<file path="src/rtl/drtm_sqdiff.sv">
// ----------------------------------------------------------------------------
// drtm_sqdiff: squared difference of two elements, registered
// One 8x8 multiply per cycle feeding the distance accumulator.
// ----------------------------------------------------------------------------
`default_nettype none
module drtm_sqdiff (
	input  wire logic        clk,
	input  wire logic [7:0]  a,
	input  wire logic [7:0]  b,
	output logic      [15:0] sq
);
	logic [7:0] diff;

	// absolute difference then square
	assign diff = (a > b) ? (a - b) : (b - a);

	always_ff @(posedge clk) begin
		sq <= 16'(diff) * 16'(diff);
	end
endmodule
`default_nettype wire

</file>
<file path="config.mk">
export PLATFORM = sky130hd
export DESIGN_NAME = drtm_sqdiff
export DESIGN_NICKNAME = d
export VERILOG_FILES = /design/src/rtl/drtm_sqdiff.sv
export SDC_FILE = /design/constraint.sdc
export NUM_CORES = 1
export LEC_CHECK = 0
export BUFFER_PORTS_ARGS = -buffer_cell sky130_fd_sc_hd__buf_2
export CAP_MARGIN = 20
export CORE_ASPECT_RATIO = 1.4
export CORE_UTILIZATION = 35
export CTS_CLUSTER_DIAMETER = 50
export DETAILED_ROUTE_END_ITERATION = 8
export GPL_ROUTABILITY_DRIVEN = 0
export RECOVER_POWER = 50
export SLEW_MARGIN = 20
export SYNTH_ARGS = -nofsm -noshare
export SYNTH_HDL_FRONTEND = slang
export SYNTH_SLANG_ARGS = --single-unit
</file>
<file path="constraint.sdc">
create_clock -name clk -period 15.5 [get_ports clk]
set_clock_uncertainty 0.15 [all_clocks]
set_input_delay 0 -clock clk [delete_from_list [all_inputs] [get_ports clk]]
set_output_delay 0 -clock clk [all_outputs]
set_load 0.05 [all_outputs]
</file>
### Word-level counts from Yosys, hierarchy flattened

Index checks and enable logic that the tools add are counted.

* $add $sub $neg: 2
* $mul: 1
* order comparisons: 1
* multiplexer cells: 1

Operator list (number)
* $mul A8 B8 Y16: 1
* $sub A8 B8 Y8: 2
* $gt A8 B8 Y1: 1
* $mux W8: 1

* register bits after elaboration: 16
* input bits: 17
* output and inout bits: 16
* logic and storage cells: 6

### Longest topological paths before layout

* depth after elaboration: 3
* gate-level depth with buffers: 26
* gate-level depth less buffers: 25

### Worst setup path before layout

Ideal clock, no wire load.

* path kind: input -> register
* start: input a[0]
* end: register sq[15]
* arrival time: 5539 ps
* required time: 15278 ps
* slack: 9739 ps
* cell stages on the path: 22
* path through: inv_1 -> ha_1 -> fa_1 -> nand3b_1 -> a21oi_1 -> o22a_1 -> buf_6 -> mux2i_1 -> xor2_1 -> nor2_1 -> fa_1 -> inv_1 -> fa_1 -> fa_1 -> fa_1 -> inv_1 -> ha_1 -> or4_1 -> o211ai_1 -> nor2_1 -> a311oi_1 -> xnor2_1

* word-level cells in the longest chain between the ends: 3
* elaborated cells on any way between the ends: 5
* classes of those cells: add/sub: 2; mul: 1; order compare: 1; mux: 1

RTL lines
* from (decl): RTL line 8 `input wire logic [7:0] a,`
* $sub A8 B8 Y8 / $gt A8 B8 Y1 (equally long branches): RTL line 15 `assign diff = (a > b) ? (a - b) : (b - a);`
* $mux W8 *: RTL line 15
* $mul A8 B8 Y16 *: RTL line 18 `sq <= 16'(diff) * 16'(diff);`
* to (signal assigned): RTL line 18
* to (decl): RTL line 10 `output logic [15:0] sq`

Every way passes the cells marked *; elsewhere a longest branch is shown, timed or not.

### Final worst setup path

Ends and elaborated chain as after synthesis.

==> impl_results.md <==
- Outcome: finished, final reports clean
- Seq/Total Area, Yosys: 11.2%
- Reg with most FFs: sq
- Crit path required time: between 15 and 20 ns
- Clock Path Buffers: 2
- I/O Buffers: 31
- Slew Viols, Final: 0
- # rows: 37
- Worst-path clk slew: 0.06 ns
- Vias per cell: around 4.7
- CTS Buf Count: 3
- Routed WL per cell: 11.2 um
- Worst-path maximum fanout: 10
- Unrepaired setup endpoints after global routing: false
- Layout Nets: 417
- Hpwl dp: roughly 4200 um
- Post-synth top area share: between 20% and 30%
- Largest cells by area after synthesis: ha_1, fa_1, dfxtp_1, inv_1, xnor2_1
- WL final: 4750 um
- Ys Warns: 0
- Total core area: 7410 um2
- CP Capture Type: flip-flop
- CTS HTree Levels: 1
- Post-CTS setup buffers: 0
- Largest net degree at the start of global routing: 11
- Setup_tns: 0 ns
- Worst setup SP type: input pin
- Setup-failing EPs final: 0
- Chip width: ~76 um
- Initial antenna violation count: 0
- Sink Count: 15
- Final hold vios: 0
- First-pass GRT wire length: 8570 um
- Largest area contributor in the netlist: ha_1
- Setup CP Type: input pin to flip-flop
- Critical Path AT: 6.19 ns
- Register bit total from synthesis: 15
- Min-delay worst type: input pin to flip-flop
- Yosys cell types: 51
- Root Buffer: clkbuf_8
- Max Cap Viol: 0
- DRT Pass-1 Iters: 4
- Gr ovfl total: 0
- All-Layer GR Usage: 12.9%
- Minimum clock period: 6.16 ns
- Synth Flop Type: dfxtp_1
- Net count after synthesis: 389
- Fraction of registers with async set/reset: 0%
- Mapped Area: 2680 um2
- I/O pin cnt: 33
- Largest regs: sq: 15 flops
- Vias: about 2,000
- Syn Area/Cell: 8.92 um2
- Max-slew headroom: 60.4%
- Vias in the first global route: around 2,100
- Max reg flops: 15
- Fillers: 790
- DR iter-0 viols: 42
- Die H: about 110 um
- CTS Hold Bufs: 0
- Max Fclk: about 160 MHz
- TritonCTS clock tree: yes
- EDFF count, synth: 0
- Post-DRT Antenna Nets: 0
- Synthesis-to-finish area growth: 8.62%
- Fin crit share: 39.7%
- Mapped Cells: 301
- Worst Tran Pin Value: 0.597 ns
- Post_cts resized: 0
- Antenna cells: 0
- Share of cells above drive strength 1: 10.4%
- Die ar.: 8030 um2
- # DRC: 0
- Starting density of the core: 36.2%
==> worst paths after layout <==
kind              startpoint      to  slack [ns]  cells past startpoint
setup / recovery        a[0]  sq[15]        9.34                     22
hold / removal          b[0]   sq[0]        0.29                      3
==> placed cells by master, fill, tap and decap left out, types with 5 or more instances in the layout <==
master / Yosys / layout
a21o_1: 7 / 7
mux2i_1: 6 / 6
clkbuf_1: 1 / 16
xor2_1: 7 / 7
nor2b_1: 5 / 5
buf_2: 1 / 16
o21ai_0: 6 / 6
nor2_1: 29 / 29
ha_1: 46 / 46
inv_1: 55 / 55
nand2_1: 11 / 11
dfxtp_1: 15 / 15
fa_1: 25 / 25
a21oi_1: 20 / 20
xnor2_1: 16 / 16
==> logic make-up (layout without fill, tap and decap cells) <==
group           Yosys count  count (layout)  share of synthesized area [%]
compound gates           52              52                           13.1
simple gates             64              64                           11.6
fa+ha+maj                71              71                           40.1
other cells               1               1                          0.140
flops                    15              15                           11.2
buf+inv                  64              91                           10.5
xor+xnor                 27              27                           10.3
mux                       7               7                           3.08
==> Yosys cell counts, types with 2 or more instances <==
library cell and n:
xnor2_1 16, a21o_1 7, o21ai_0 6, ha_1 46
nor3_1 2, nand3b_1 3, a21boi_0 2, o21a_1 2
buf_4 2, o21bai_1 4, xor2_1 7, inv_1 55
a21oi_1 20, xnor2_2 2, nor2_1 29, nor2b_1 5
buf_6 3, dfxtp_1 15, fa_1 25, mux2i_1 6
nand2_1 11, nand4_1 4
==> layer usage <==
layer,routed length [um],track usage [%],vias up
li1,-,-,1023
met1,1960,13.9,923
met2,2590,25.6,33
met3,76,0.866,8
met4,131,5.49,0
met5,0,0,-
==> stage by stage <==
step                      hold WS, ns  utilization, %  cells  worst slack (ns)  instance area, um2
after floorplan                 0.235               -    301              9.74                2680
after global placement          0.318            39.0    421              9.21                2890
after detailed placement        0.318            39.0    421              9.04                2890
after CTS                       0.290            39.6    425              9.29                2930
after global routing            0.297            39.4    425              8.78                2920
final                           0.291            39.4    425              9.34                2920
==> critical path, cell delays in order <==
cell      delay, ns
clkbuf_1       0.10
inv_1          0.05
ha_1           0.21
fa_1           0.42
nand3b_1       0.20
a21oi_1        0.14
o22a_1         0.48
mux2i_1        0.28
xor2_1         0.41
nor2_1         0.16
fa_1           0.51
inv_1          0.05
fa_1           0.50
fa_1           0.51
fa_1           0.54
inv_1          0.04
ha_1           0.34
or4_1          0.52
o211ai_1       0.15
nor2_1         0.11
a311oi_1       0.32
xnor2_1        0.15
==> cell type report <==
cell class,instances,area (um2),area share (%)
clock buffers,4,45.0,1.55
well taps,97,121,4.16
inverters,56,210,7.21
flip-flops and latches,15,300,10.3
repair buffers,31,136,4.68
multi-input cells,222,2100,72.1
Power is not shown: default switching activity piles up to over one toggle a cycle in this logic, so the estimate is an artifact.
